<file path="src/rtl/core/fpa_pkg.sv">
// Shared types and constants for the Q24.8 fixed-point ALU.
package fpa_pkg;

    localparam int DATA_W = 32;
    localparam int ACT_W  = 4;

    typedef enum logic [ACT_W-1:0] {
        ACT_ADD      = 4'd0,
        ACT_SUB      = 4'd1,
        ACT_MUL      = 4'd2,
        ACT_DIV      = 4'd3,
        ACT_INC      = 4'd4,
        ACT_DEC      = 4'd5,
        ACT_MIN      = 4'd6,
        ACT_MAX      = 4'd7,
        ACT_TO_INT   = 4'd8,
        ACT_FROM_INT = 4'd9
    } t_action;

    localparam logic [DATA_W-1:0] SAT_TOP = 32'h7fff_ffff;
    localparam logic [DATA_W-1:0] SAT_BOT = 32'h8000_0000;

    typedef struct packed {
        logic [ACT_W-1:0]  action;
        logic [DATA_W-1:0] pre;
        logic              ovf;
        logic              dz;
        logic              gt;
        logic              lt;
        logic              eq;
        logic              neg;
        logic [DATA_W-1:0] ma;
        logic [DATA_W-1:0] mb;
    } t_job;

endpackage

</file>
<file path="src/rtl/core/fpa_front.sv">
// Front end: accepts a word and classifies it into a job record.
module fpa_front #(
    parameter int FRACTION_BITS = 8
) (
    input  logic                              i_start,
    input  logic                              i_full,
    input  logic [fpa_pkg::ACT_W-1:0]         i_action,
    input  logic signed [fpa_pkg::DATA_W-1:0] i_operand_a,
    input  logic signed [fpa_pkg::DATA_W-1:0] i_operand_b,
    output logic                              o_push,
    output fpa_pkg::t_job                     o_job
);

    localparam int W = fpa_pkg::DATA_W;

    logic [W:0]           w_add;
    logic [W:0]           w_sub;
    logic [W:0]           w_inc;
    logic [W:0]           w_dec;
    logic [FRACTION_BITS:0] w_hi;
    logic                 w_fi_ok;

    function automatic logic [W:0] sat_sum(input logic [W:0] s);
        logic [W:0] r;
        if (s[W] != s[W-1]) begin
            r = {1'b1, (s[W] ? fpa_pkg::SAT_BOT : fpa_pkg::SAT_TOP)};
        end else begin
            r = {1'b0, s[W-1:0]};
        end
        return r;
    endfunction

    assign o_push = i_start && !i_full;
    assign w_add = sat_sum({i_operand_a[W-1], i_operand_a} + {i_operand_b[W-1], i_operand_b});
    assign w_sub = sat_sum({i_operand_a[W-1], i_operand_a} - {i_operand_b[W-1], i_operand_b});
    assign w_inc = sat_sum({i_operand_a[W-1], i_operand_a} + (W+1)'(1));
    assign w_dec = sat_sum({i_operand_a[W-1], i_operand_a} - (W+1)'(1));
    assign w_hi = i_operand_a[W-1 -: FRACTION_BITS+1];
    assign w_fi_ok = (w_hi == '0) || (w_hi == '1);

    always_comb begin
        o_job        = '0;
        o_job.action = i_action;
        o_job.gt     = i_operand_a > i_operand_b;
        o_job.lt     = i_operand_a < i_operand_b;
        o_job.eq     = i_operand_a == i_operand_b;
        o_job.neg    = i_operand_a[W-1] ^ i_operand_b[W-1];
        o_job.ma     = i_operand_a[W-1] ? (~i_operand_a + W'(1)) : i_operand_a;
        o_job.mb     = i_operand_b[W-1] ? (~i_operand_b + W'(1)) : i_operand_b;
        unique case (fpa_pkg::t_action'(i_action))
            fpa_pkg::ACT_ADD: {o_job.ovf, o_job.pre} = w_add;
            fpa_pkg::ACT_SUB: {o_job.ovf, o_job.pre} = w_sub;
            fpa_pkg::ACT_INC: {o_job.ovf, o_job.pre} = w_inc;
            fpa_pkg::ACT_DEC: {o_job.ovf, o_job.pre} = w_dec;
            fpa_pkg::ACT_MIN: o_job.pre = o_job.lt ? i_operand_a : i_operand_b;
            fpa_pkg::ACT_MAX: o_job.pre = o_job.gt ? i_operand_a : i_operand_b;
            fpa_pkg::ACT_TO_INT: o_job.pre = i_operand_a >>> FRACTION_BITS;
            fpa_pkg::ACT_FROM_INT: begin
                if (w_fi_ok) begin
                    o_job.pre = i_operand_a << FRACTION_BITS;
                end else begin
                    o_job.ovf = 1'b1;
                    o_job.pre = i_operand_a[W-1] ? fpa_pkg::SAT_BOT : fpa_pkg::SAT_TOP;
                end
            end
            fpa_pkg::ACT_DIV: o_job.dz = (i_operand_b == '0);
            default: o_job.pre = '0;
        endcase
    end

endmodule

</file>
<file path="config.mk">
export PLATFORM = sky130hd
export DESIGN_NAME = fpa_front
export DESIGN_NICKNAME = d
export VERILOG_FILES = /design/src/rtl/core/fpa_pkg.sv /design/src/rtl/core/fpa_front.sv
export SDC_FILE = /design/constraint.sdc
export NUM_CORES = 1
export LEC_CHECK = 0
export CAP_MARGIN = 10
export CELL_PAD_IN_SITES_DETAIL_PLACEMENT = 1
export CELL_PAD_IN_SITES_GLOBAL_PLACEMENT = 2
export CORE_ASPECT_RATIO = 1.2
export CORE_MARGIN = 5
export CORE_UTILIZATION = 39
export DETAILED_ROUTE_END_ITERATION = 8
export DONT_BUFFER_PORTS = 1
export PLACE_DENSITY = 0.89
export SLEW_MARGIN = 10
export SYNTH_ARGS = -nofsm -noshare
export SYNTH_HDL_FRONTEND = slang
export SYNTH_SLANG_ARGS = --single-unit
</file>
<file path="constraint.sdc">
create_clock -name vclk -period 11.6
set_input_delay 1.16 -clock vclk [all_inputs]
set_output_delay 1.16 -clock vclk [all_outputs]
set_load 0.005 [all_outputs]
</file>
Word-level counts from Yosys, hierarchy flattened
Cells that the tools add are included.
{ "op_classes": {"addsub": 6, "order_cmp": 2, "n_eq_ne": 14, "n_mux": 18, "n_bitwise": 3, "n_reduce_logical": 6} }
{ "ops": {"columns": ["cell", "count"], "rows": [
  ["$mux W32", 10],
  ["$pmux W32 S8", 1],
  ["$mux W33", 4],
  ["$add A32 B2 Y32 const B", 2],
  ["$not A32 Y32", 2],
  ["$add A32 B2 Y33 const B", 1],
  ["$add A32 B32 Y33", 1],
  ["$sub A32 B2 Y33 const B", 1],
  ["$sub A32 B32 Y33", 1],
  ["$eq A32 B32 Y1", 1],
  ["$gt A32 B32 Y1", 1],
  ["$logic_not A32 Y1", 1],
  ["$lt A32 B32 Y1", 1],
  ["$eq A4 B3 Y1 const B", 4],
  ["$eq A9 B9 Y1 const B", 1],
  ["$logic_not A9 Y1", 1],
  ["$eq A4 B4 Y1 const B", 2],
  ["$pmux W1 S5", 1],
  ["$eq A4 B1 Y1 const B", 1],
  ["$eq A4 B2 Y1 const B", 1],
  ["$logic_not A4 Y1", 1],
  ["$ne A1 B1 Y1", 4],
  ["$mux W1", 2],
  ["$logic_and A1 B1 Y1", 1],
  ["3 further kinds", 3]
]} }
{ "word_totals": {"reg_bits": 0, "elab_cells": 49} }

Logic depth before layout (Yosys ltp)
{ "depth": {"word_depth": 4, "ltp_mapped": 16} }

Worst setup path before layout
Ideal clock, no wire load.
{ "synth_timing": {"path_kind": "input to output", "from": "input i_operand_b[14] (netlist bit)", "to": "output o_job[85] (netlist bit)", "t_arrival_ns": 4.221, "slack_ns": 6.219, "cell_stages": 14, "n_path_buf": 3, "path_cell_list": "clkbuf_1 inv_1 ha_1 a21oi_1 o221ai_1 o311ai_1 a21boi_1 or2_1 buf_4 a22oi_2 buf_2 mux2_2 a221oi_1 nand3_1"} }
{ "synth_lines": {"columns": ["element", "line_no", "text"], "rows": [
  ["from (decl)", "fpa_front.sv:9", "input logic signed [fpa_pkg::DATA_W-1:0] i_operand_b,"],
  ["to (decl)", "fpa_front.sv:11", "output fpa_pkg::t_job o_job"]
]} }

==> reports/results.txt <==
status = finished, final reports clean
Critical Path AT = 5870 ps
final wirelength = 46.8 mm
post-CTS setup buffers = 0
Post-Route Setup TNS = 0 ps
cell with the most instances after synthesis = xnor2_1
routed length per instance = 28.7 um
dominant cell type by area after synthesis = xnor2_1
largest net degree at the start of global routing = 48
Final ANT Viol Nets = 0
post-synthesis cell count = 1419
crit path capture type = output pin
DP Wirelength = 37.6 mm
Max Transition Viols Final = 0
first-pass GRT wire length = 70.1 mm
vias in the first global route = 11317
Fmax = 142 MHz
Mapped Area = 0.00908 mm^2
Final min period = 7030 ps
Max stage delay on crit path = 680 ps
total global-route track usage = 33.6%
Final Hold Vio Count = 0
Die Width = 149 um
Worst slew margin = 16.4%
DRT Pass-1 Iters = 5
DRC Markers = 0
Power, Total = 0.000445 W
Commonest cells post-synth = xnor2_1, a21oi_1, nand2_1
Power Density = 49.0 mW/mm^2
number of antenna diodes = 0
WP data required = 10440 ps
Port Buffer Count = 0
Core Region = 0.0230 mm^2
CP Cell Sequence = inv_1 -> ha_1 -> nand4_1 -> or4_1 -> a211oi_1 -> o311ai_1 -> a21boi_1 -> or2_1 -> a22oi_2 -> buf_4 -> a22o_1 -> a2111oi_0 -> o211ai_1
final setup fails = 0
DIE AREA = 0.0264 mm^2
IR drop worst, VDD = 0.0166 mV
Yosys warnings = 0
Clock buffer cells = 0
initial drt markers = 1129
number of library cell types mapped by synthesis = 94
largest fanout on the critical path = 20
fill count = 3120
crit path buf inv count = 2
Leakage = 3.29 nW
layout cells sized above 1 = 5.17%
initial antenna violation count = 0
FFs & Latches = 0
Worst-Margin Slew = 1240 ps
GPL Wtd Cong = 1.04
Fin Hold WS = 2320 ps
period utilization = 60.6%
fin util = 39.4%
post-synthesis sequential area ratio = 0%
Area contributors post-synth = xnor2_1, ha_1, a21oi_1
Worst path slowest cell = a2111oi_0
row count = 61
GRT Residual Overflow = 0
Die Y = 177 um
Starting Density = 39.4%
hold_buf cts = 0
RSZ-0062 raised after global routing = no
Area growth syn-to-layout = -0.0689%
post-cts sizing count = 0
syn_nets = 1558
max_cap viols = 0
CP startpoint kind = input port
Reg area = 0 um^2
CP delay by family, top = compound AO/OA/AOI/OAI gates
DR vias = 11388
via/cell ratio = 6.98
final net count = 1457
Post-Syn Area per Cell = 6.40 um^2
num ports = 177
post-synth top area share = 12.7%
Hold Crit Class = input port to output pin
Setup CP Type = input port to output pin
cell families (layout without fill, tap and decap cells):
group,count (synthesis),count (layout),share of synthesized area [%]
simple gates,518,518,29.5
mux,30,30,3.38
fa+ha+maj,69,69,9.68
xor+xnor,161,161,15.5
compound gates,451,451,33.0
buf+inv,190,87,8.93
metal layers:
metal | part of all wire (%) | GRT usage, % | vias to the layer above
li1 | - | - | 5010
met1 | 41 | 42.9 | 5647
met2 | 47 | 56.6 | 588
met3 | 7.1 | 4.28 | 143
met4 | 5.4 | 15.0 | 0
met5 | 0 | 0 | -
path summary, 6_finish.rpt:
path | to | start | cells past startpoint
setup / recovery | o_job[81] | i_operand_b[16] | 13
hold / removal | o_job[32] | i_operand_a[0] | 0
cell type report:
cell class / instances / area [um^2] / share of cell area (%)
inverters: 73 / 274 / 3.02
multi-input cells: 1229 / 8300 / 91.5
well taps: 315 / 394 / 4.34
repair buffers: 14 / 105 / 1.16
layout by cell type, fill, tap and decap left out, types with 13 or more instances in the layout:
| master | count |
|---|---|
| xnor2_1 | 132 |
| a21oi_1 | 124 |
| nand2_1 | 123 |
| o21ai_0 | 106 |
| nor2_1 | 100 |
| inv_1 | 67 |
| ha_1 | 67 |
| nand3_1 | 64 |
| nor3_1 | 43 |
| nand4_1 | 34 |
| xor2_1 | 29 |
| o31ai_1 | 26 |
| mux2i_1 | 25 |
| or3_1 | 24 |
| nor4_1 | 19 |
| or4_1 | 17 |
| nor2b_1 | 17 |
| nand2b_1 | 17 |
| o211ai_1 | 16 |
| a22oi_1 | 15 |
| buf_4 | 14 |
| o21bai_1 | 13 |
power by group:
part           total, W  switching, W  internal (W)
logic          0.000445      0.000286      0.000159
clock network         0             0             0
registers             0             0             0
per-stage QoR:
stage,instances,setup slack (ps),instance area (um^2)
6_report,1631,4570,9070
5_1_grt,1631,4330,9070
4_1_cts,1631,4710,9070
3_5_place_dp,1631,4740,9070
3_3_place_gp,1631,4860,9070
2_1_floorplan,1419,6220,9080
Note: power is estimated with default switching activity, not from simulation.
