===== src/rtl/core/fpa_pkg.sv =====
// Shared types and constants for the Q24.8 fixed-point ALU.
package fpa_pkg;

    localparam int DATA_W = 32;
    localparam int ACT_W  = 4;

    typedef enum logic [ACT_W-1:0] {
        ACT_ADD      = 4'd0,
        ACT_SUB      = 4'd1,
        ACT_MUL      = 4'd2,
        ACT_DIV      = 4'd3,
        ACT_INC      = 4'd4,
        ACT_DEC      = 4'd5,
        ACT_MIN      = 4'd6,
        ACT_MAX      = 4'd7,
        ACT_TO_INT   = 4'd8,
        ACT_FROM_INT = 4'd9
    } t_action;

    localparam logic [DATA_W-1:0] SAT_TOP = 32'h7fff_ffff;
    localparam logic [DATA_W-1:0] SAT_BOT = 32'h8000_0000;

    typedef struct packed {
        logic [ACT_W-1:0]  action;
        logic [DATA_W-1:0] pre;
        logic              ovf;
        logic              dz;
        logic              gt;
        logic              lt;
        logic              eq;
        logic              neg;
        logic [DATA_W-1:0] ma;
        logic [DATA_W-1:0] mb;
    } t_job;

endpackage


===== src/rtl/core/fpa_queue.sv =====
// Short register queue between the front end and the execution pipeline.
module fpa_queue #(
    parameter int DEPTH = 4
) (
    input  logic          i_clk,
    input  logic          i_rst_n,
    input  logic          i_push,
    input  fpa_pkg::t_job i_job,
    output logic          o_full,
    output logic          o_valid,
    output fpa_pkg::t_job o_job
);

    localparam int PW = (DEPTH > 1) ? $clog2(DEPTH) : 1;
    localparam int CW = $clog2(DEPTH + 1);

    fpa_pkg::t_job r_mem [0:DEPTH-1];
    logic [PW-1:0] r_wp;
    logic [PW-1:0] r_rp;
    logic [CW-1:0] r_cnt;
    logic          w_pop;

    function automatic logic [PW-1:0] inc_ptr(input logic [PW-1:0] p);
        logic [PW-1:0] r;
        if (p == PW'(DEPTH - 1)) begin
            r = '0;
        end else begin
            r = p + PW'(1);
        end
        return r;
    endfunction

    assign o_full  = (r_cnt == CW'(DEPTH));
    assign o_valid = (r_cnt != '0);
    assign w_pop   = o_valid;
    assign o_job   = r_mem[r_rp];

    always_ff @(posedge i_clk) begin
        if (i_push) begin
            r_mem[r_wp] <= i_job;
        end
    end

    always_ff @(posedge i_clk) begin
        if (!i_rst_n) begin
            r_wp  <= '0;
            r_rp  <= '0;
            r_cnt <= '0;
        end else begin
            if (i_push) begin
                r_wp <= inc_ptr(r_wp);
            end
            if (w_pop) begin
                r_rp <= inc_ptr(r_rp);
            end
            r_cnt <= r_cnt + CW'(i_push) - CW'(w_pop);
        end
    end

endmodule


===== config.mk =====
export PLATFORM = sky130hd
export DESIGN_NAME = fpa_queue
export DESIGN_NICKNAME = d
export VERILOG_FILES = /design/src/rtl/core/fpa_pkg.sv /design/src/rtl/core/fpa_queue.sv
export SDC_FILE = /design/constraint.sdc
export NUM_CORES = 1
export LEC_CHECK = 0
export BUFFER_PORTS_ARGS = -buffer_cell sky130_fd_sc_hd__buf_4
export CORE_MARGIN = 1.5
export CORE_UTILIZATION = 50
export CTS_CLUSTER_SIZE = 20
export DETAILED_ROUTE_END_ITERATION = 7
export PLACE_DENSITY = 0.68
export SLEW_MARGIN = 0
export SYNTH_ARGS = -nofsm -noshare
export SYNTH_HDL_FRONTEND = slang
export SYNTH_SLANG_ARGS = --single-unit

===== constraint.sdc =====
create_clock -name i_clk -period 5.5 [get_ports i_clk]
set_input_delay 0 -clock i_clk [delete_from_list [all_inputs] [get_ports i_clk]]
set_output_delay 0 -clock i_clk [all_outputs]
set_load 0.01 [all_outputs]

=== Word level (Yosys, flattened, before mapping) ===
Memory sizes are Yosys's and may differ from the RTL's. A register that Yosys moved wholly into a read port is not among the register bits.
Cells that the tools add are included.

* Register bits after elaboration: 7
* Latch bits: 0
* RAM bits: 424
* Memory bits (read-only): 0
* Input port bits: 109
* Output and inout bits: 108
* Logic and storage cells: 18
* Memories: 1

{| class="wikitable"
|+ Memories
! name !! words !! width !! read ports !! clocked after Yosys merged registers in !! wr ports !! line !! RTL
|-
| r_mem || 4 || 106 || 1 || 1 || 1 || fpa_queue.sv:17 || <nowiki>fpa_pkg::t_job r_mem [0:DEPTH-1];</nowiki>
|}

* $add $sub $neg: 4
* $mul: 0
* Div/mod/pow operators: 0
* Magnitude comparators: 0
* Eq/ne operators: 3
* Shift-type cells: 0
* Multiplexer cells: 6
* Bitwise operators: 0
* Reductions and logical operators: 1

{| class="wikitable"
|+ Operators with widths
! kind !! count
|-
| 2-bit 2-to-1 mux || 4
|-
| 2-bit by 1-bit adder with 2-bit output (second input constant) || 2
|-
| 2-bit equality test (second input constant) || 2
|-
| 3-bit by 1-bit adder with 3-bit output || 1
|-
| 3-bit equality test (second input constant) || 1
|-
| 3-bit nonzero test || 1
|-
| 3-bit by 1-bit subtractor with 3-bit output || 1
|-
| 1-bit 2-to-1 mux || 2
|}

=== Longest topological paths before layout ===
Gate-level depths: netlist of the first run.

* Word-level depth: 4
* Mapped depth: 8

=== Worst setup path before layout of the first run ===
OpenSTA, ideal clock, no wires.

* Kind: flip-flop to flip-flop
* From: reg r_wp[0]
* To: mem r_mem[0][0] (netlist name) (enable)
* Library setup time: 477 ps
* Arrival: 2,984 ps
* Data required time: 5,023 ps
* Path slack: 2,040 ps
* Cell stages (with the launch flop): 4
* Buffers on the path: 0
* Clock period less this slack: 3,460 ps
* Path through: dfxtp_1 > inv_1 > ha_1 > and2_1

{| class="wikitable"
|+ RTL lines
! what !! line !! RTL
|-
| from (decl) || fpa_queue.sv:18 || <nowiki>logic [PW-1:0] r_wp;</nowiki>
|-
| from (signal assigned) || fpa_queue.sv:51 || <nowiki>r_wp <= inc_ptr(r_wp);</nowiki>
|-
| to (decl) || fpa_queue.sv:17 ||
|}

No word-level cell before the write port.

==> results of run 1 <==
==> cells by family after synthesis <==
logic type / count (synthesis) / share of synthesized area [%]
flops: 433 / 82.0
mux: 109 / 15.3
buf+inv: 32 / 1.26
simple gates: 16 / 0.580
fa+ha+maj: 8 / 0.683
compound gates: 1 / 0.0317
xor+xnor: 1 / 0.151
==> flip-flops by register name (all words and copies together) (netlist names), named ones only <==
signal,flops
r_mem,424
r_cnt,3
r_rp,2
r_wp,2
==> what timing repair did <==
item,CTS,global route
hold buffers,108,0
endpoints found under the hold margin,433,0
gates resized for setup,0,0
==> worst max-delay path, stage by stage, from the launching register on <==
cell and delay (ns):
dfxtp_4 1.06, buf_4 0.61, mux4_2 0.42, buf_4 0.16
==> metal layers <==
layer	wire length (um)	part of all wire [%]	vias up
li1	-	-	3286
met1	13000	43	3913
met2	14900	49	215
met3	1820	6.0	35
met4	457	1.5	0
met5	0	0	-
==> final timing paths <==
path	slack, ns	startpoint	to
setup / recovery	2.65	register	o_job[64]
hold / removal	0.22	i_job[30]	r_mem[3][30]
setup reg to reg	3.01	r_wp[0]	r_mem[3][58]
hold reg to reg	0.50	r_rp[1]	register
==> layout by cell type (no fill, tap or decap), drive strengths merged <==
cell / count
clkinv: 15
nand2: 3
xor3: 1
nor2: 2
bufinv: 4
edfxtp: 424
fa: 1
dfxtp: 9
and2: 6
clkinvlp: 1
or3b: 2
dlygate4sd3: 108
a21oi: 1
inv: 9
mux2i: 3
and3: 1
diode: 1
ha: 7
buf: 222
nand2b: 1
mux4: 106
clkbuf: 54
nor3: 1
==> cell type report <==
| cell class | count | share of cell area (%) |
|---|---|---|
| antenna | 1 | 0.0124 |
| sequential | 433 | 63.8 |
| multi-input combinational | 135 | 13.1 |
| clock buffer | 54 | 5.77 |
| clock inverter | 21 | 1.06 |
| timing repair buffer | 330 | 13.6 |
| tap | 396 | 2.45 |
| inverter | 8 | 0.148 |
==> power breakdown <==
part           internal [mW]  total, mW  switching [mW]
Combinational           1.21       2.09           0.886
Sequential              3.79       4.01           0.221
Clock                   1.69       2.84            1.15
==> through the flow <==
stage / instances / total power [mW] / hold WS, ns / utilization, % / setup slack, ns
2_1_floorplan: 600 / 5.22 / 0.0989 / - / 2.04
5_1_grt: 1378 / 9.30 / 0.209 / 65.7 / 2.42
3_5_place_dp: 1194 / 6.15 / 0.205 / 57.7 / 2.95
4_1_cts: 1377 / 9.05 / 0.197 / 65.7 / 2.52
3_3_place_gp: 1194 / 6.11 / 0.200 / 57.7 / 3.01
6_report: 1378 / 8.94 / 0.218 / 65.7 / 2.65
==> results.txt, run 1 <==
Mapped Nets = 717
Worst Skew = 0.0119 ns
Mapped Area = 15,800 sq um
DR vias = 7,449
CTS clock-pin slew for the worst setup and hold paths = 0.06 ns
Die height = 181 um
Primary FF master, synth = edfxtp_1
Later-pin clock latency in the skew report = 0.53 ns
H-tree depth = 2
Initial antenna violation count = 1
Post-synth EDFFs = 424
IO Pins = 217
Vias in the first global route = 8,280
Final ANT Viol Nets = 0
Final #Nets = 1,068
Synth top area share = 80.8%
DP Area = 17,800 sq um
Met1 GRT Util = 25.6%
Layout Area Growth over Synthesis = 28.5%
Final count of negative-setup-slack endpoints = 0
Final WL = 30.2 mm
Commonest cells post-synth = edfxtp_1, mux4_2, buf_2
Starting Density = 51.1%
Worst-Margin Slew = 1.11 ns
Worst r2r path cells = 3
Die width = 181 um
GRT busiest layer = met2
CP Max Fanout = 68
Slew Limit Fails = 0
Global-route wire length before repair = 46.9 mm
Crit path capture type = output pin
Row Count = 64
Setup bufs post-CTS = 0
Detailed placement HPWL = 17.3 mm
Post-DR wirelength/cell = 21.9 um
Worst-case vdd ir drop = 0.299 mV
Synth area leader = edfxtp_1
WP data required = 5.50 ns
Fillers = 1,983
Global route total overflow = 0
PD cells = 441 nW/um^2
Crit path kind = register to output pin
I/O Buffers = 216
Mean Syn Cell Area = 26.3 sq um
Initial DRC count = 490
Pre-antenna DRT Iters = 4
Post-synthesis instance total = 600
Via density = 5.41
FF+latch area = 12,900 sq um
Largest net degree at the start of global routing = 72
Die Area = 32,600 sq um
Slew headroom = 25.7%
Yosys Warn Count = 0
Synth unique cells = 20
Area of the multi-input gates = 2660 sq um
FFs w/ async S/R, synth = 0%
Clock root cell = clkbuf_16
Number of sinks on the clock net = 433
Minimum clock period = 2.85 ns
Worst Hold Path Cells = 2
Outcome = finished clean
Max_cap viols = 0
Core box area = 30,800 sq um
GPL Wtd Cong = 0.738
Global routing met3 resource utilization = 4.26%
LEAKAGE = 6.93 nW
Count leader, synth = edfxtp_1
Final Hold Fails = 0
Tcrit/Tclk final = 51.9%
Fmax = 0.351 GHz
RSZ-0062 raised after global routing = false
Worst min-delay path category = primary input to register
Clock buffer depth = 3
Register bit total from synthesis = 433
Setup_tns = 0 ns
CTS buffer count = 43
Area contributors post-synth = edfxtp_1, mux4_2, dfxtp_1
CP arrival = 2.85 ns
M2 GR Usage = 31.5%
CP startpoint kind = register
Total track usage = 18.8%
Sequential area share after synthesis = 82.0%
CTS tree = built
Final instance area = 20,200 sq um
Layout cell share with drive strength beyond 1 = 40.6%
Detailed-route DRC error count = 0
No activity file was read; power rests on OpenSTA's default activity.
==> run 2, diff against run 1 <==
ABC_AREA = 1   (was default)
PLACE_DENSITY = 0.7   (was 0.68)
clock period = 2.5 ns   (was 5.5 ns; I/O delays follow)
==> run 2 against run 1 <==
  * Clock power grew 120%
  * Global-route usage shrank 0.63 points
  * Non-clock buffer count grew 16
  * Sequential share of layout area shrank 5.6 points
  * Clock-buffer cell count is the same
  * Core utilization shrank 1.7 points
  * Synthesized cell count grew 120%
  * First-iteration DRC count grew 32%
  * Synthesized area grew 13%
  * Flip-flop and latch count is the same
  * Die area grew 12%
==> results.txt, run 2 <==
DR vias = 10,394 (was 7,449)
Pre-antenna DRT Iters = 5 (was 4)
Fillers = 2,516 (was 1,983)
Post-synthesis instance total = 1,298 (was 600)
WP data required = 2.50 ns (was 5.50 ns)
Most frequent cells in the layout = edfxtp_1, buf_4, inv_1, nand2_1, dlygate4sd3_1 (was edfxtp_1, buf_4, dlygate4sd3_1)
Minimum clock period = 2.08 ns
Die width = 191 um (was 181 um)
Yosys Warn Count = 0 (unchanged)
Most common cell after layout, fill and taps aside = edfxtp_1 (unchanged)
Synth top area share = 71.7% (was 80.8%)
Critical path buffer and inverter count = 3 (was 2)
Hold_buf cts = 108 (unchanged)
CTS buffer count = 44 (was 43)
Clock root cell = clkbuf_16 (unchanged)
Initial DRC count = 647 (was 490)
Commonest cells post-synth = edfxtp_1, inv_1, nand2_1 (was edfxtp_1, mux4_2, buf_2)
Slowest stage delay, CP = 0.60 ns (was 1.06 ns)
Vias in the first global route = 10,290 (was 8,280)
Final count of negative-setup-slack endpoints = 0 (unchanged)
Core box area = 34,700 sq um (was 30,800 sq um)
Later-pin clock latency in the skew report = 0.53 ns (about the same)
Combinational Power Share = 32.9% (was 23.4%)
Final Hold Fails = 0 (unchanged)
CP cell instances = buf_12 > buf_12 > a21oi_2 > o21ai_1 > nand2_1 > buf_4 (was buf_4 > mux4_2 > buf_4)
Die Area = 36,700 sq um (was 32,600 sq um)
Slew Limit Fails = 0 (unchanged)
Global route total overflow = 0 (unchanged)
Number of sinks on the clock net = 433 (unchanged)
Mean Syn Cell Area = 13.7 sq um (was 26.3 sq um)
Clock buffer depth = 3 (unchanged)
Worst-Margin Slew = 0.949 ns (was 1.11 ns)
CTS tree = built (unchanged)
Max_cap viols = 0 (unchanged)
Largest Register = r_mem (unchanged)
Setup bufs post-CTS = 0 (unchanged)
CP startpoint kind = register (unchanged)
Initial antenna violation count = 1 (unchanged)
Met2 routed WL = 16.5 mm (was 14.9 mm)
Largest net degree at the start of global routing = 92 (was 72)
Final ANT Viol Nets = 0 (unchanged)
Via density = 4.94 (was 5.41)
GPL Wtd Cong = 0.757 (was 0.738)
Clk network pwr share = 28.2% (was 31.7%)
Cell mode on critical path = buf_12 (was buf_4)
Final Worst Setup Slack = 0.420 ns (was 2.65 ns)
Post-DR wirelength/cell = 15.8 um (was 21.9 um)
I/O Buffers = 216 (unchanged)
Layout Area Growth over Synthesis = 25.1% (was 28.5%)
Fmax = 0.481 GHz
FFs w/ async S/R, synth = 0% (unchanged)
Sequential share of power = 39.0% (was 44.9%)
Sequential area share after synthesis = 72.7% (was 82.0%)
LEAKAGE = 8.61 nW (was 6.93 nW)
Global-route wire length before repair = 52.1 mm (was 46.9 mm)
PD cells = 991 nW/um^2 (was 441 nW/um^2)
H-tree depth = 2 (unchanged)
Sw frac = 31.2% (was 25.2%)
Count leader, synth = edfxtp_1 (unchanged)
RSZ-0062 raised after global routing = false (unchanged)
Cts repair resizes = 0 (unchanged)
Synth unique cells = 20 (unchanged)
Final Util = 64.0% (was 65.7%)
Crit path capture type = output pin (unchanged)
Post-place setup slack = 0.562 ns (was 2.95 ns)
Primary FF master, synth = edfxtp_1 (unchanged)
Crit path kind = register to output pin (unchanged)
Worst min-delay path category = primary input to register (unchanged)
CP arrival = 2.08 ns (was 2.85 ns)
Final WL = 33.4 mm (was 30.2 mm)
Largest registers = r_mem: 424 flops, r_cnt: 3 flops (unchanged)
DR top layer = met4 (unchanged)
Hold_sp = i_job[29] (was i_job[30])
Worst-case vdd ir drop = 0.700 mV (was 0.299 mV)
CP Max Fanout = 32 (was 68)
Slowest stage cell on the critical path = dfxtp_4 (unchanged)
Post-synth EDFFs = 424 (unchanged)
Register bit total from synthesis = 433 (unchanged)
Detailed-route DRC error count = 0 (unchanged)
Starting Density = 51.1% (about the same)
FF-to-FF Start = r_cnt[1] (was r_wp[0])
Slew headroom = 36.7% (was 25.7%)
CTS clock-pin slew for the worst setup and hold paths = 0.06 ns (about the same)
Outcome = finished clean (unchanged)
Mapped Area = 17,800 sq um (was 15,800 sq um)
M1 wire length = 14.2 mm (was 13.0 mm)
Worst Skew = 0.0133 ns (was 0.0119 ns)
Mapped Nets = 1,415 (was 717)
Delay-heaviest family, CP = buffers and inverters (was flip-flops)
Total track usage = 18.2% (was 18.8%)
Max reg flops = 424 (unchanged)
Met3 WL post-DR = 2.00 mm (was 1.82 mm)
Layout cell share with drive strength beyond 1 = 26.1% (was 40.6%)
Die height = 191 um (was 181 um)
Pint = 15.1 mW (was 6.69 mW)
Tcrit/Tclk final = 83.2%
Final #Nets = 1,736 (was 1,068)
Net Sw Power = 6.87 mW (was 2.25 mW)
Area contributors post-synth = edfxtp_1, o211ai_2, inv_1 (was edfxtp_1, mux4_2, dfxtp_1)
Detailed placement HPWL = 19.0 mm (was 17.3 mm)
Row Count = 68 (was 64)
IO Pins = 217 (unchanged)
Synth area leader = edfxtp_1 (unchanged)
-- run 2: final cells by class --
cell class / count / area, sq um / area share [%]
multi-input combinational: 568 / 3440 / 15.5
antenna: 1 / 2.50 / 0.0113
tap: 455 / 569 / 2.56
sequential: 433 / 12900 / 58.2
inverter: 226 / 863 / 3.89
clock inverter: 23 / 208 / 0.935
timing repair buffer: 346 / 3040 / 13.7
clock buffer: 54 / 1160 / 5.22
-- run 2: path summary, 6_finish.rpt --
| kind | end | slack [ns] | cells past startpoint |
|---|---|---|---|
| max | o_job[65] | 0.42 | 6 |
| min | r_mem[0][29] | 0.20 | 2 |
| max reg2reg | r_cnt[2] | 0.56 | 8 |
| min reg2reg | r_wp[1] | 0.49 | 2 |
-- run 2: power by group through the flow --
stage	sequential (mW)	clock, mW	combinational (mW)
6_report	8.57	6.20	7.23
5_1_grt	8.61	6.64	7.96
4_1_cts	8.57	6.35	7.32
3_5_place_dp	8.72	0	7.13
3_3_place_gp	8.71	0	7.02
2_1_floorplan	8.60	0	4.77
-- run 2: cell families after synthesis --
group	synth area share (%)
buffers and inverters	7.98
AOI/OAI and AO/OA	13.7
and+or+nand+nor	5.04
adders and majority gates	0.606
DFF	72.7
-- run 2: stage by stage --
stage	hold slack (ns)	instance area, sq um	instances	power [mW]	TNS, ns
6_report	0.198	22200	2106	22.0	0
4_1_cts	0.170	22200	2105	22.2	0
3_3_place_gp	0.200	19800	1920	15.7	0
5_1_grt	0.185	22200	2106	23.2	0
2_1_floorplan	0.0935	17800	1298	13.4	-23.45
3_5_place_dp	0.203	19800	1920	15.9	0
-- run 2: routing by layer --
| metal | GRT usage, % | vias to the layer above |
|---|---|---|
| li1 | - | 5156 |
| met4 | 4.87 | 0 |
| met1 | 23.1 | 4965 |
| met5 | 0 | - |
| met2 | 31.4 | 226 |
| met3 | 4.28 | 47 |
==> run 3, diff against run 2 <==
PLACE_DENSITY = 0.67   (was 0.7)
clock period = 2.1 ns   (was 2.5 ns; I/O delays follow)
==> run 3 against run 2 <==
  * Clock power rose by 20%
  * Global-route usage rose by 0.86 points
  * Largest power group unchanged
  * Die area unchanged
  * Largest cell class unchanged
  * Via count increased by 1.1%
  * Clock skew fell by 0.0056 ns
==> results.txt, run 3 (synthesis gave the netlist of run 2 again) <==
Pint = 18.1 mW (was 15.1 mW)
Tcrit/Tclk final = 94.1%
CP Max Fanout = 95 (was 32)
Number of sinks on the clock net = 433 (unchanged)
Die Area = 36,700 sq um (unchanged)
WP data required = 2.10 ns (was 2.50 ns)
Largest net degree at the start of global routing = 96 (was 92)
Row Count = 68 (unchanged)
IO Pins = 217 (unchanged)
LEAKAGE = 8.73 nW (was 8.61 nW)
Sw frac = 31.5% (was 31.2%)
Slew Limit Fails = 0 (unchanged)
Pre-antenna DRT Iters = 5 (unchanged)
Final count of negative-setup-slack endpoints = 0 (unchanged)
CP startpoint kind = register (unchanged)
Minimum clock period = 1.98 ns
Hold WS = 0.217 ns (was 0.198 ns)
Global route total overflow = 0 (unchanged)
Slowest stage cell on the critical path = dfxtp_4 (unchanged)
Crit path capture type = output pin (unchanged)
CTS clock-pin slew for the worst setup and hold paths = 0.06 ns (about the same)
Final Hold Fails = 0 (unchanged)
Die height = 191 um (unchanged)
Cell mode on critical path = nand2_1 (was buf_12)
Outcome = finished clean (unchanged)
Later-pin clock latency in the skew report = 0.52 ns (was 0.53 ns)
DP Area = 19,900 sq um (was 19,800 sq um)
Vias in the first global route = 10,465 (was 10,290)
Final WL = 34.8 mm (was 33.4 mm)
Post-DR wirelength/cell = 16.4 um (was 15.8 um)
GPL Wtd Cong = 0.744 (was 0.757)
Max reg flops = 424 (unchanged)
Setup_tns = 0 ns (unchanged)
Most frequent cells in the layout = edfxtp_1, buf_4, inv_1 (was edfxtp_1, buf_4, inv_1, nand2_1, dlygate4sd3_1)
CTS tree = built (unchanged)
Via density = 4.94 (about the same)
Clk network pwr share = 28.2% (about the same)
CTS buffer count = 45 (was 44)
Starting Density = 51.1% (unchanged)
RSZ-0062 raised after global routing = true (was false)
Largest Register = r_mem (unchanged)
Core box area = 34,700 sq um (unchanged)
Detailed placement HPWL = 21.0 mm (was 19.0 mm)
Die width = 191 um (unchanged)
Pwr Total = 26.4 mW (was 22.0 mW)
Initial antenna violation count = 4 (was 1)
PD cells = 1180 nW/um^2 (was 991 nW/um^2)
Total track usage = 19.1% (was 18.2%)
Sequential share of power = 38.6% (was 39.0%)
Global-route wire length before repair = 54.4 mm (was 52.1 mm)
Clock root cell = clkbuf_16 (unchanged)
Initial DRC count = 568 (was 647)
Net Sw Power = 8.33 mW (was 6.87 mW)
Worst Skew = 0.00768 ns (was 0.0133 ns)
Clock buffer depth = 3 (unchanged)
Slowest stage delay, CP = 0.52 ns (was 0.60 ns)
Layout cell share with drive strength beyond 1 = 27.1% (was 26.1%)
Most common cell after layout, fill and taps aside = edfxtp_1 (unchanged)
Detailed-route DRC error count = 0 (unchanged)
Final ANT Viol Nets = 0 (unchanged)
CP arrival = 1.98 ns (was 2.08 ns)
Combinational Power Share = 33.2% (was 32.9%)
CP cell instances = buf_16 > nand2_1 > o211ai_2 > nand2_1 > buf_4 (was buf_12 > buf_12 > a21oi_2 > o21ai_1 > nand2_1 > buf_4)
Final instance area = 22,400 sq um (was 22,200 sq um)
Slew headroom = 65.9% (was 36.7%)
Fmax = 0.506 GHz
Worst-Margin Slew = 0.511 ns (was 0.949 ns)
Final #Nets = 1,752 (was 1,736)
Layout Area Growth over Synthesis = 26.4% (was 25.1%)
Crit path kind = register to output pin (unchanged)
Max_cap viols = 0 (unchanged)
DR vias = 10,507 (was 10,394)
H-tree depth = 2 (unchanged)
Worst-case vdd ir drop = 0.794 mV (was 0.700 mV)
Worst min-delay path category = primary input to register (unchanged)
Largest registers = r_mem: 424 flops, r_cnt: 3 flops (unchanged)
I/O Buffers = 216 (unchanged)
run 3: cell count changes in the layout (fill, tap and decap cells not counted), sizes merged:
cell / previous run / this run
inv: 224 / 223
clkbuf: 54 / 58
buf: 238 / 253
diode: 1 / 4
bufinv: 4 / 2
clkinv: 17 / 19
run 3: area by class of cell:
cell class | count | area (sq um)
clock buffers | 58 | 1240
well taps | 455 | 569
repair buffers | 361 | 3240
fillers | 2490 | 12300
multi-input cells | 568 | 3440
clock inverters | 22 | 153
diodes | 4 | 10.0
inverters | 226 | 863
flip-flops and latches | 433 | 12900
run 3: critical path, delay by kind of cell (launching register included):
family | cells | cell delay (ns)
simple gates | 2 | 0.22
flops | 1 | 0.52
buf+inv | 2 | 0.53
compound gates | 1 | 0.08
run 3: per-layer routing:
layer	track usage, %	share of wire, %
met1	24.4	42
met3	4.17	6.0
met2	32.8	49
met4	5.32	2.1
met5	0	0
run 3: worst paths after layout:
| check | endpoint | depth (start not counted) | slack (ns) | startpoint |
|---|---|---|---|---|
| min reg2reg | r_wp[1] | 2 | 0.50 | r_wp[1] |
| min | r_mem[3][76] | 2 | 0.22 | i_job[76] |
| max | o_job[69] | 5 | 0.12 | register |
| max reg2reg | r_cnt[2] | 8 | 0.33 | r_cnt[2] |
run 3: power groups by stage:
stage | Clock, mW | Sequential, mW | Combinational, mW
after floorplan | 0 | 10.2 | 5.67
after global placement | 0 | 10.4 | 8.47
after detailed placement | 0 | 10.4 | 8.60
after CTS | 7.63 | 10.2 | 8.81
after global routing | 7.96 | 10.3 | 9.69
final | 7.46 | 10.2 | 8.78
run 3: per-stage QoR:
stage / worst slack [ns] / util, % / cells
3_5_place_dp: 0.343 / 57.4 / 1934
2_1_floorplan: -0.457 / - / 1298
6_report: 0.123 / 64.6 / 2127
5_1_grt: -0.0100 / 64.6 / 2127
4_1_cts: 0.0176 / 64.5 / 2122
3_3_place_gp: 0.361 / 57.4 / 1934
run 3: timing repair:
action                                  CTS  global route
buffers inserted                          0             1
hold buffers                            108             0
hold endpoints to repair                433             0
resized for setup                         0             4
endpoints found under the setup margin    0            38
